**src/hdl/assert_macros.svh**
```systemverilog
// Assertion macros shared by the base64 encoder RTL.
// No dependencies; included inside module bodies after clk and rst_n exist.
`ifndef ASSERT_MACROS_SVH
`define ASSERT_MACROS_SVH

// Clocked property, disabled during reset.
`define B64_ASSERT(label, prop, msg) \
    label: assert property (@(posedge clk) disable iff (!rst_n) (prop)) else $error(msg);

// Condition that must never hold outside reset.
`define B64_NEVER(label, cond, msg) \
    label: assert property (@(posedge clk) disable iff (!rst_n) !(cond)) else $error(msg);

`endif

```
**src/hdl/b64_pkg.sv**
```systemverilog
// Types, constants and the alphabet mapping for the base64 encoder.
// No dependencies.
package b64_pkg;

    localparam logic [6:0] PAD_CHAR = 7'h3D;
    localparam int         GROUP_CHARS = 4;

    typedef logic [5:0] sextet_t;
    typedef logic [1:0] char_idx_t;

    // One queued word: the characters produced by one input byte.
    typedef struct packed {
        sextet_t [GROUP_CHARS-1:0] sym;
        logic [GROUP_CHARS-1:0]    pad;
        char_idx_t                 last_idx;
        logic                      fin;
    } code_entry_t;

    typedef struct packed {
        logic full;
        logic empty;
    } q_stat_t;

    function automatic logic [6:0] b64_char(input sextet_t v);
        logic [6:0] x;
        x = {1'b0, v};
        if (v < 6'd26)
            b64_char = x + 7'h41;
        else if (v < 6'd52)
            b64_char = x - 7'd26 + 7'h61;
        else if (v < 6'd62)
            b64_char = x - 7'd52 + 7'h30;
        else if (v == 6'd62)
            b64_char = 7'h2B;
        else
            b64_char = 7'h2F;
    endfunction

endpackage

```
**src/hdl/b64_front.sv**
```systemverilog
// Front end: accepts bytes, tracks group phase, builds queue words.
// Depends on b64_pkg.
module b64_front (
    input  logic                 clk,
    input  logic                 rst_n,
    input  logic                 accept,
    input  logic [7:0]           in_byte,
    input  logic                 last_byte,
    output b64_pkg::code_entry_t entry
);
    import b64_pkg::*;

    typedef enum logic [2:0] {
        PH0 = 3'b001,
        PH1 = 3'b010,
        PH2 = 3'b100
    } phase_t;

    phase_t     phase_reg, phase_next;
    logic [7:0] held_reg, held_next;

    always_comb
    begin
        entry      = '0;
        entry.fin  = last_byte;
        phase_next = phase_reg;
        held_next  = held_reg;
        case (phase_reg)
            PH1:
            begin
                entry.sym[0] = {held_reg[1:0], in_byte[7:4]};
                if (last_byte)
                begin
                    entry.sym[1]   = {in_byte[3:0], 2'b00};
                    entry.pad[2]   = 1'b1;
                    entry.last_idx = 2'd2;
                    phase_next     = PH0;
                    held_next      = '0;
                end
                else
                begin
                    entry.last_idx = 2'd0;
                    phase_next     = PH2;
                    held_next      = in_byte;
                end
            end
            PH2:
            begin
                entry.sym[0]   = {held_reg[3:0], in_byte[7:6]};
                entry.sym[1]   = in_byte[5:0];
                entry.last_idx = 2'd1;
                phase_next     = PH0;
                held_next      = '0;
            end
            default:
            begin
                entry.sym[0] = in_byte[7:2];
                if (last_byte)
                begin
                    entry.sym[1]   = {in_byte[1:0], 4'b0000};
                    entry.pad[2]   = 1'b1;
                    entry.pad[3]   = 1'b1;
                    entry.last_idx = 2'd3;
                    phase_next     = PH0;
                    held_next      = '0;
                end
                else
                begin
                    entry.last_idx = 2'd0;
                    phase_next     = PH1;
                    held_next      = in_byte;
                end
            end
        endcase
    end

    always_ff @(posedge clk or negedge rst_n)
    begin
        if (!rst_n)
        begin
            phase_reg <= PH0;
            held_reg  <= '0;
        end
        else if (accept)
        begin
            phase_reg <= phase_next;
            held_reg  <= held_next;
        end
    end

endmodule

```
**src/hdl/b64_queue.sv**
```systemverilog
// Short queue of code words between front and back end.
// Depends on b64_pkg and assert_macros.svh.
module b64_queue #(
    parameter int DEPTH = 2
) (
    input  logic                 clk,
    input  logic                 rst_n,
    input  logic                 push,
    input  b64_pkg::code_entry_t push_entry,
    input  logic                 pop,
    output b64_pkg::code_entry_t head,
    output b64_pkg::q_stat_t     stat
);
    import b64_pkg::*;

    localparam int PTR_W = $clog2(DEPTH);
    localparam int CNT_W = $clog2(DEPTH + 1);

    code_entry_t       mem_reg [DEPTH];
    logic [PTR_W-1:0]  wr_ptr_reg, rd_ptr_reg;
    logic [CNT_W-1:0]  count_reg;

    function automatic logic [PTR_W-1:0] wrap_inc(input logic [PTR_W-1:0] p);
        wrap_inc = (p == PTR_W'(DEPTH - 1)) ? '0 : p + 1'b1;
    endfunction

    assign head       = mem_reg[rd_ptr_reg];
    assign stat.full  = (count_reg == CNT_W'(DEPTH));
    assign stat.empty = (count_reg == '0);

    always_ff @(posedge clk)
    begin
        if (push)
            mem_reg[wr_ptr_reg] <= push_entry;
    end

    always_ff @(posedge clk or negedge rst_n)
    begin
        if (!rst_n)
        begin
            wr_ptr_reg <= '0;
            rd_ptr_reg <= '0;
            count_reg  <= '0;
        end
        else
        begin
            if (push)
                wr_ptr_reg <= wrap_inc(wr_ptr_reg);
            if (pop)
                rd_ptr_reg <= wrap_inc(rd_ptr_reg);
            if (push && !pop)
                count_reg <= count_reg + 1'b1;
            else if (pop && !push)
                count_reg <= count_reg - 1'b1;
        end
    end

`include "assert_macros.svh"

    `B64_NEVER(a_push_full, push && stat.full, "push into full queue")
    `B64_NEVER(a_pop_empty, pop && stat.empty, "pop from empty queue")
    `B64_ASSERT(a_count_bound, count_reg <= CNT_W'(DEPTH), "queue count overflow")

endmodule

```
**src/hdl/b64_back.sv**
```systemverilog
// Back end: walks the characters of the head word into the output register.
// Depends on b64_pkg and assert_macros.svh.
module b64_back (
    input  logic                 clk,
    input  logic                 rst_n,
    input  b64_pkg::code_entry_t head,
    input  logic                 q_empty,
    output logic                 pop,
    input  logic                 out_stall,
    output logic                 out_valid,
    output logic [6:0]           out_char,
    output logic                 last_char
);
    import b64_pkg::*;

    char_idx_t  idx_reg;
    logic       out_valid_reg;
    logic [6:0] out_char_reg;
    logic       last_char_reg;
    logic       load;
    logic       at_end;

    assign load   = (!out_valid_reg || !out_stall) && !q_empty;
    assign at_end = (idx_reg == head.last_idx);
    assign pop    = load && at_end;

    assign out_valid = out_valid_reg;
    assign out_char  = out_char_reg;
    assign last_char = last_char_reg;

    always_ff @(posedge clk or negedge rst_n)
    begin
        if (!rst_n)
        begin
            idx_reg       <= '0;
            out_valid_reg <= 1'b0;
        end
        else
        begin
            if (load)
                idx_reg <= at_end ? '0 : idx_reg + 1'b1;
            if (load)
                out_valid_reg <= 1'b1;
            else if (!out_stall)
                out_valid_reg <= 1'b0;
        end
    end

    always_ff @(posedge clk)
    begin
        if (load)
        begin
            out_char_reg  <= head.pad[idx_reg] ? PAD_CHAR : b64_char(head.sym[idx_reg]);
            last_char_reg <= head.fin && at_end;
        end
    end

`include "assert_macros.svh"

    `B64_ASSERT(a_idx_range, !q_empty |-> idx_reg <= head.last_idx, "char index past word end")
    `B64_ASSERT(a_idx_idle, q_empty |-> idx_reg == '0, "char index left over on empty queue")

endmodule

```
**src/hdl/base64_stream_encoder.sv**
```systemverilog
// Top level of the streaming base64 encoder: front end, word queue, back end.
// Depends on b64_pkg, b64_front, b64_queue, b64_back.
//
//   channel | signals                         | direction
//   --------+---------------------------------+----------
//   input   | in_valid in_stall in_byte       | in
//           | last_byte                       |
//   output  | out_valid out_stall out_char    | out
//           | last_char                       |
//
// A byte is taken every cycle while the queue has room; the one-character output
// register then sets the sustained rate: one character per byte in phases 0/1, two in
// phase 2, three or four on a last byte in phase 1 or 0.
// An accepted byte is written into the queue; its first character is then registered in the output register.
// Reset clears phase, held byte, queue pointers and output valid.
// out_stall backs up the queue; in_stall is high only while the queue is full.
module base64_stream_encoder #(
    parameter int QUEUE_DEPTH = 2
) (
    input  logic       clk,
    input  logic       rst_n,
    input  logic       in_valid,
    output logic       in_stall,
    input  logic [7:0] in_byte,
    input  logic       last_byte,
    output logic       out_valid,
    input  logic       out_stall,
    output logic [6:0] out_char,
    output logic       last_char
);
    import b64_pkg::*;

    code_entry_t entry;
    code_entry_t head;
    q_stat_t     stat;
    logic        accept;
    logic        pop;

    assign in_stall = stat.full;
    assign accept   = in_valid && !stat.full;

    b64_front u_front (
        .clk       (clk),
        .rst_n     (rst_n),
        .accept    (accept),
        .in_byte   (in_byte),
        .last_byte (last_byte),
        .entry     (entry)
    );

    b64_queue #(
        .DEPTH (QUEUE_DEPTH)
    ) u_queue (
        .clk        (clk),
        .rst_n      (rst_n),
        .push       (accept),
        .push_entry (entry),
        .pop        (pop),
        .head       (head),
        .stat       (stat)
    );

    b64_back u_back (
        .clk       (clk),
        .rst_n     (rst_n),
        .head      (head),
        .q_empty   (stat.empty),
        .pop       (pop),
        .out_stall (out_stall),
        .out_valid (out_valid),
        .out_char  (out_char),
        .last_char (last_char)
    );

endmodule

```
**config.mk**
```make
export PLATFORM = sky130hd
export DESIGN_NAME = base64_stream_encoder
export DESIGN_NICKNAME = d
export VERILOG_FILES = /design/src/hdl/b64_pkg.sv /design/src/hdl/b64_front.sv /design/src/hdl/b64_queue.sv /design/src/hdl/b64_back.sv /design/src/hdl/base64_stream_encoder.sv
export VERILOG_INCLUDE_DIRS = /design/src /design/src/hdl
export SDC_FILE = /design/constraint.sdc
export NUM_CORES = 1
export LEC_CHECK = 0
export ABC_AREA = 1
export BUFFER_PORTS_ARGS = -buffer_cell sky130_fd_sc_hd__buf_2
export CORE_ASPECT_RATIO = 0.7
export CORE_MARGIN = 1
export CORE_UTILIZATION = 67
export DETAILED_ROUTE_END_ITERATION = 10
export GPL_TIMING_DRIVEN = 1
export PLACE_DENSITY = 0.91
export SKIP_CTS_REPAIR_TIMING = 1
export SYNTH_ARGS = -nofsm -noshare
export SYNTH_HDL_FRONTEND = slang
export SYNTH_HIERARCHICAL = 1
export SYNTH_SLANG_ARGS = --single-unit
```
**constraint.sdc**
```tcl
create_clock -name clk -period 4.4 [get_ports clk]
set_input_delay 0 -clock clk [delete_from_list [all_inputs] [get_ports clk]]
set_output_delay 0 -clock clk [all_outputs]
set_load 0.01 [all_outputs]
```
# ---- Word-level counts from Yosys, hierarchy flattened
# Memories as Yosys holds them, arrays and structs flattened.
# Index checks and enable logic that the tools add are counted.
dict set report classes {
  n_addsub 10
  magnitude_cmp 4
  eq_ne 6
  n_mux 31
  n_reduce_logical 16
}
# cell count
set op_table {}
lappend op_table {{one-hot mux 12 bit (2 select lines)} 1}
lappend op_table {{two-way mux 7 bit} 3}
lappend op_table {{two-way mux 6 bit} 3}
lappend op_table {{binary-select mux 6 bit (select 2 bit)} 1}
lappend op_table {{less-than comparator 6 bit, second input constant} 2}
lappend op_table {{two-way mux 2 bit} 6}
lappend op_table {{two-way mux 1 bit} 9}
lappend op_table {{two-way mux 4 bit} 2}
lappend op_table {{adder 6 x 7 -> 7 bit, second input constant} 1}
lappend op_table {{adder 7 x 6 -> 7 bit, second input constant} 1}
lappend op_table {{adder 7 bit, second input constant} 1}
lappend op_table {{subtractor 6 x 5 -> 7 bit, second input constant} 1}
lappend op_table {{subtractor 6 x 6 -> 7 bit, second input constant} 1}
lappend op_table {{equality test 6 bit, second input constant} 1}
lappend op_table {{logical AND 1 bit} 6}
lappend op_table {{zero test 1 bit} 6}
lappend op_table {{less-than comparator 6 x 5 -> 1 bit, second input constant} 1}
lappend op_table {{two-way mux 3 bit} 2}
lappend op_table {{one-hot mux 3 bit (2 select lines)} 1}
lappend op_table {{adder 2 x 1 -> 2 bit, second input constant} 2}
lappend op_table {{one-hot mux 2 bit (2 select lines)} 1}
lappend op_table {{equality test 3 x 2 -> 1 bit, second input constant} 1}
lappend op_table {{equality test 3 bit, second input constant} 1}
lappend op_table {{less-than comparator 2 x 3 -> 1 bit, second input constant} 1}
lappend op_table {{11 further kinds} 12}
dict set report totals {
  ff_bits 22
  ramBits 34
  inputBits 13
  word_cells 77
  memories 1
}
# name words word_bits read_ports rd_clocked_by_memory_dff wr line_no
set memory_table {}
lappend memory_table {u_queue.mem_reg 2 17 1 0 1 b64_queue.sv:19} ;# code_entry_t mem_reg [DEPTH];

# ---- Depth between registers and ports, before layout
# An unclocked memory read counts as a cell.
dict set report logic_depth {
  ltp_word 8
  ltp_mapped 15
  ltp_nobuf 13
}

# ---- Modules after synthesis
# The synthesis kept the hierarchy.
# mod instances cells_each area_each_um2
set by_module_without_submodules {}
lappend by_module_without_submodules {b64_queue 1 122 2597.5}
lappend by_module_without_submodules {b64_back 1 183 1283.7}
lappend by_module_without_submodules {b64_front 1 104 753.2}
lappend by_module_without_submodules {base64_stream_encoder 1 2 10.0}

# ---- Worst setup path before layout
# No wires, ideal clock.
dict set report synth_timing {
  path_type {register to register}
  startpoint {register u_queue.count_reg[1]}
  endpoint {memory u_queue/mem_reg[0][0] in the netlist's numbering (enable)}
  setup_time_ps 419
  t_arrival_ps 2106
  t_required_ps 3981
  setup_slack_ps 1875
  stages_incl_launch_ff 6
  n_path_buf 0
  path_cell_list {dfrtp_1 -> inv_1 -> nor2_1 -> nor2_2 -> inv_1 -> nor2_1}
}
dict set report synth_between {
  elab_chain_cells 5
}
# element line_no
set synth_lines {}
lappend synth_lines {{from (decl)} b64_queue.sv:21} ;# logic [CNT_W-1:0] count_reg;
lappend synth_lines {{from (signal assigned)} b64_queue.sv:52} ;# count_reg <= count_reg + 1'b1;
lappend synth_lines {{from (signal assigned)} b64_queue.sv:54} ;# count_reg <= count_reg - 1'b1;
lappend synth_lines {{equality test 2 bit} b64_queue.sv:28} ;# assign stat.full = (count_reg == CNT_W'(DEPTH));
lappend synth_lines {{named net in_stall} base64_stream_encoder.sv:23} ;# output logic in_stall,
lappend synth_lines {{zero test 1 bit} base64_stream_encoder.sv:40} ;# assign accept = in_valid && !stat.full;
lappend synth_lines {{logical AND 1 bit} base64_stream_encoder.sv:40}
lappend synth_lines {{named net accept} base64_stream_encoder.sv:36} ;# logic accept;
lappend synth_lines {{two-way mux 1 bit} b64_queue.sv:33} ;# if (push)
lappend synth_lines {{two-way mux 1 bit (implied by the code)} b64_queue.sv:34} ;# mem_reg[wr_ptr_reg] <= push_entry;
lappend synth_lines {{to (decl)} b64_queue.sv:19}
# The timed path passes the listed nets, and every way through them passes these cells.

==> metrics.md <==
| Metric | Value |
|---|---|
| Total CTS buffers | `9` |
| Vias in the first global route | `2893` |
| Outcome | `finished clean` |
| IO Pins | `23` |
| Dpl cells | `between 500 and 600` |
| Remaining Overflow, GRT | `0` |
| IO Port Bufs | `22` |
| RSZ-0062 raised after global routing | `no` |
| Top-area cell type share of the netlist area | `a little under half` |
| CP endpoint kind | `flip-flop` |
| Drt first pass iters | `5` |
| Reg2Reg Setup Slack | `between 1 and 1.5 ns` |
| Clk buf depth | `2` |
| Max reg flops | `62` |
| XOR/XNOR Fraction of Synth Area | `around 1.5%` |
| Maximum vdd drop | `0.514 mV` |
| Simple-Gate Fraction of Synth Area | `between 20% and 30%` |
| Fin crit period | `about 3.0 ns` |
| First-pass GRT wire length | `13600 um` |
| Gp weighted congestion | `between 0.9 and 1` |
| Fmax | `about 0.34 GHz` |
| Post-Syn Instances | `approximately 400` |
| Chip width | `102 um` |
| Starting density of the core | `a little under three quarters` |
| Fin area | `slightly below 5000 um2` |
| Compound-Gate Fraction of Synth Area | `under 10%` |
| Worst-path clk slew | `0.09 ns` |
| PwrDens | `approximately 780 nW/um2` |
| DRT iter0 DRCs | `approximately 290` |
| Maxcap violations | `0` |
| Final hold viol count | `0` |
| Kind of critical path | `reg -> reg` |
| Initial antenna violation count | `0` |
| Final nets | `between 400 and 500` |
| Via Count | `2968` |
| Actual transition at the worst max-transition pin | `around 0.99 ns` |
| Mux contribution to synthesized area | `9.86%` |
| Synth area leader | `edfxtp_1` |
| CTS root buf | `clkbuf_8` |
| Yosys Warn Count | `6` |
| Area growth syn-to-layout | `6.68%` |
| Dpl hpwl | `5980 um` |
| Largest cells by area after synthesis | `edfxtp_1, mux2_4, nand2_1` |
| Post-DP Area | `~4700 um2` |
| Worst skew pair latency | `0.35 ns` |
| Post-Layout Cell Count | `roughly 540` |
| Die H | `around 72 um` |
| Routed via count divided by cell count | `~5.5` |
| #FFs+latches synth | `84` |
| Setup-failing EPs final | `0` |
| Max Slew Vio Count | `0` |
| Core outline area | `about 6500 um2` |
| H-Tree Depth | `3` |
| Synthesized-area fraction occupied by adder cells | `about 1.6%` |
| Share of cells above drive strength 1 | `27.5%` |
| Largest net degree at the start of global routing | `33` |
| Final Cycle Share | `around 68%` |
| Clk sink count | `84` |
| TritonCTS clock tree | `yes` |
| Antenna Cells | `0` |
| Required @ worst endpoint | `about 4.5 ns` |
| Leak pwr | `2.17 nW` |
| Gr usage total | `roughly a quarter` |
| Total negative setup slack | `0 ns` |
| Startpoint types | `flip-flop` |
| Final WL | `approximately 8500 um` |
| Syn avg cell area | `approximately 11 um2` |
| Sequential share of the synthesized area | `between 50% and 60%` |
| Routed Antenna Nets | `0` |
| Critical-path maximum fanout | `32` |
| Mapped Area | `between 4000 and 5000 um2` |
| Worst EP arrival | `about 3 ns` |
| Min-Delay Path Class | `in -> reg` |
| Largest family of logic cells by synthesized area | `simple AND/OR/NAND/NOR gates` |
| Worst rel slew slack | `33.5%` |
| Fillers | `422` |
| DRC viols | `0` |
| WL/cell | `between 15 and 20 um` |
| Layout Skew | `~0.012 ns` |
| Post-synth cell types | `38` |
| DIE AREA | `a little over 7000 um2` |
| FP Rows | `24` |
-- area by class of cell --
cell class,count,area (um2),share of cell area (%)
clock buffer,10,128,2.58
clock inverter,6,96.3,1.94
inverter,35,144,2.90
multi-input combinational,278,1820,36.8
sequential,84,2450,49.5
tap,91,114,2.30
timing repair buffer,31,195,3.94
-- synthesized netlist by cell type, drive strengths merged --
master / count
nand2: 107
edfxtp: 70
nand3: 60
inv: 34
mux2: 31
nor2: 30
buf: 26
dfrtp: 13
o21ai: 9
ha: 6
xor2: 5
a21oi: 3
nand3b: 3
xnor2: 3
nand4: 2
a22oi: 1
a32oi: 1
clkbuf: 1
clkinv: 1
conb: 1
dfstp: 1
nor3: 1
o211ai: 1
o22ai: 1
-- cells by family (layout without fill, tap and decap cells) --
kind of cell,Yosys count,count (layout)
adder cells (fa/ha/maj),6,6
other,1,14
XOR/XNOR,8,8
AO/OA/AOI/OAI,16,16
flip-flops,84,84
AND/OR/NAND/NOR,203,203
buffers and inverters,62,82
multiplexers,31,31
-- per-layer routing --
| metal | wire length, um | vias up | share of wire, % | track usage (%) |
|---|---|---|---|---|
| met5 | 0 | - | 0 | 0 |
| met3 | 641 | 16 | 7.5 | 5.07 |
| met2 | 4060 | 140 | 48 | 40.9 |
| li1 | - | 1426 | - | - |
| met1 | 3640 | 1386 | 43 | 34.3 |
| met4 | 150 | 0 | 1.8 | 9.98 |
-- cells in the final DEF (no fill, tap or decap), types with 6 or more instances in the layout --
master / n
edfxtp_1: 70
o21ai_0: 6
nand2_4: 6
dlygate4sd3_1: 7
inv_1: 30
nor2_1: 22
clkbuf_8: 9
nand3_1: 44
ha_1: 6
conb_1: 14
nand3_2: 14
dfrtp_1: 12
mux2_4: 29
nand2_2: 14
buf_2: 22
nand2_1: 87
-- per-stage QoR --
stage / hold slack [ns] / power (W) / util (%) / worst slack (ns)
6_report: 0.0173 / 0.00386 / 76.7 / 1.43
5_1_grt: 0.0142 / 0.00412 / 76.7 / 1.26
3_3_place_gp: -0.0890 / 0.00319 / 72.2 / 1.57
2_1_floorplan: -0.296 / 0.00295 / - / 1.87
4_1_cts: -0.474 / 0.00385 / 75.7 / 1.44
3_5_place_dp: -0.0811 / 0.00325 / 72.2 / 1.47
-- power by group --
part | internal, W | switching, W | leakage, nW
registers | 0.00118 | 0.000226 | 0.825
clock network | 0.000327 | 0.000276 | 0.109
logic | 0.000735 | 0.00111 | 1.23
total | 0.00224 | 0.00162 | 2.17
-- worst paths after layout --
check	start	end	cells after the start
worst min-delay path	in_byte[7]	u_queue/mem_reg[0][12]$_DFFE_PP_	3
worst max-delay path	u_queue/rd_ptr_reg$_DFFE_PN0P_	u_back/out_char[4]$_SDFFCE_PP1P_	12
max in group asynchronous	rst_n	u_front/phase_reg[0]$_DFFE_PN1P_	2
min in group asynchronous	rst_n	u_queue/count_reg[0]$_DFFE_PN0P_	2
worst min register to register	u_front/held_reg[2]$_DFFE_PN0P_	u_front/held_reg[2]$_DFFE_PN0P_	2
worst max register to register	u_queue/rd_ptr_reg$_DFFE_PN0P_	u_back/out_char[4]$_SDFFCE_PP1P_	12
-- critical path, stage by stage, from the launching register on --
cell	delay, ns
dfrtp_2	1.03
mux2_4	0.35
nand2_1	0.06
nand3_1	0.10
nand2_2	0.23
inv_2	0.10
ha_1	0.24
a21oi_1	0.25
xor2_1	0.10
nand2_1	0.06
nand2_1	0.06
nand2_1	0.05
nand3_1	0.05
No activity file was read; power rests on OpenSTA's default activity.
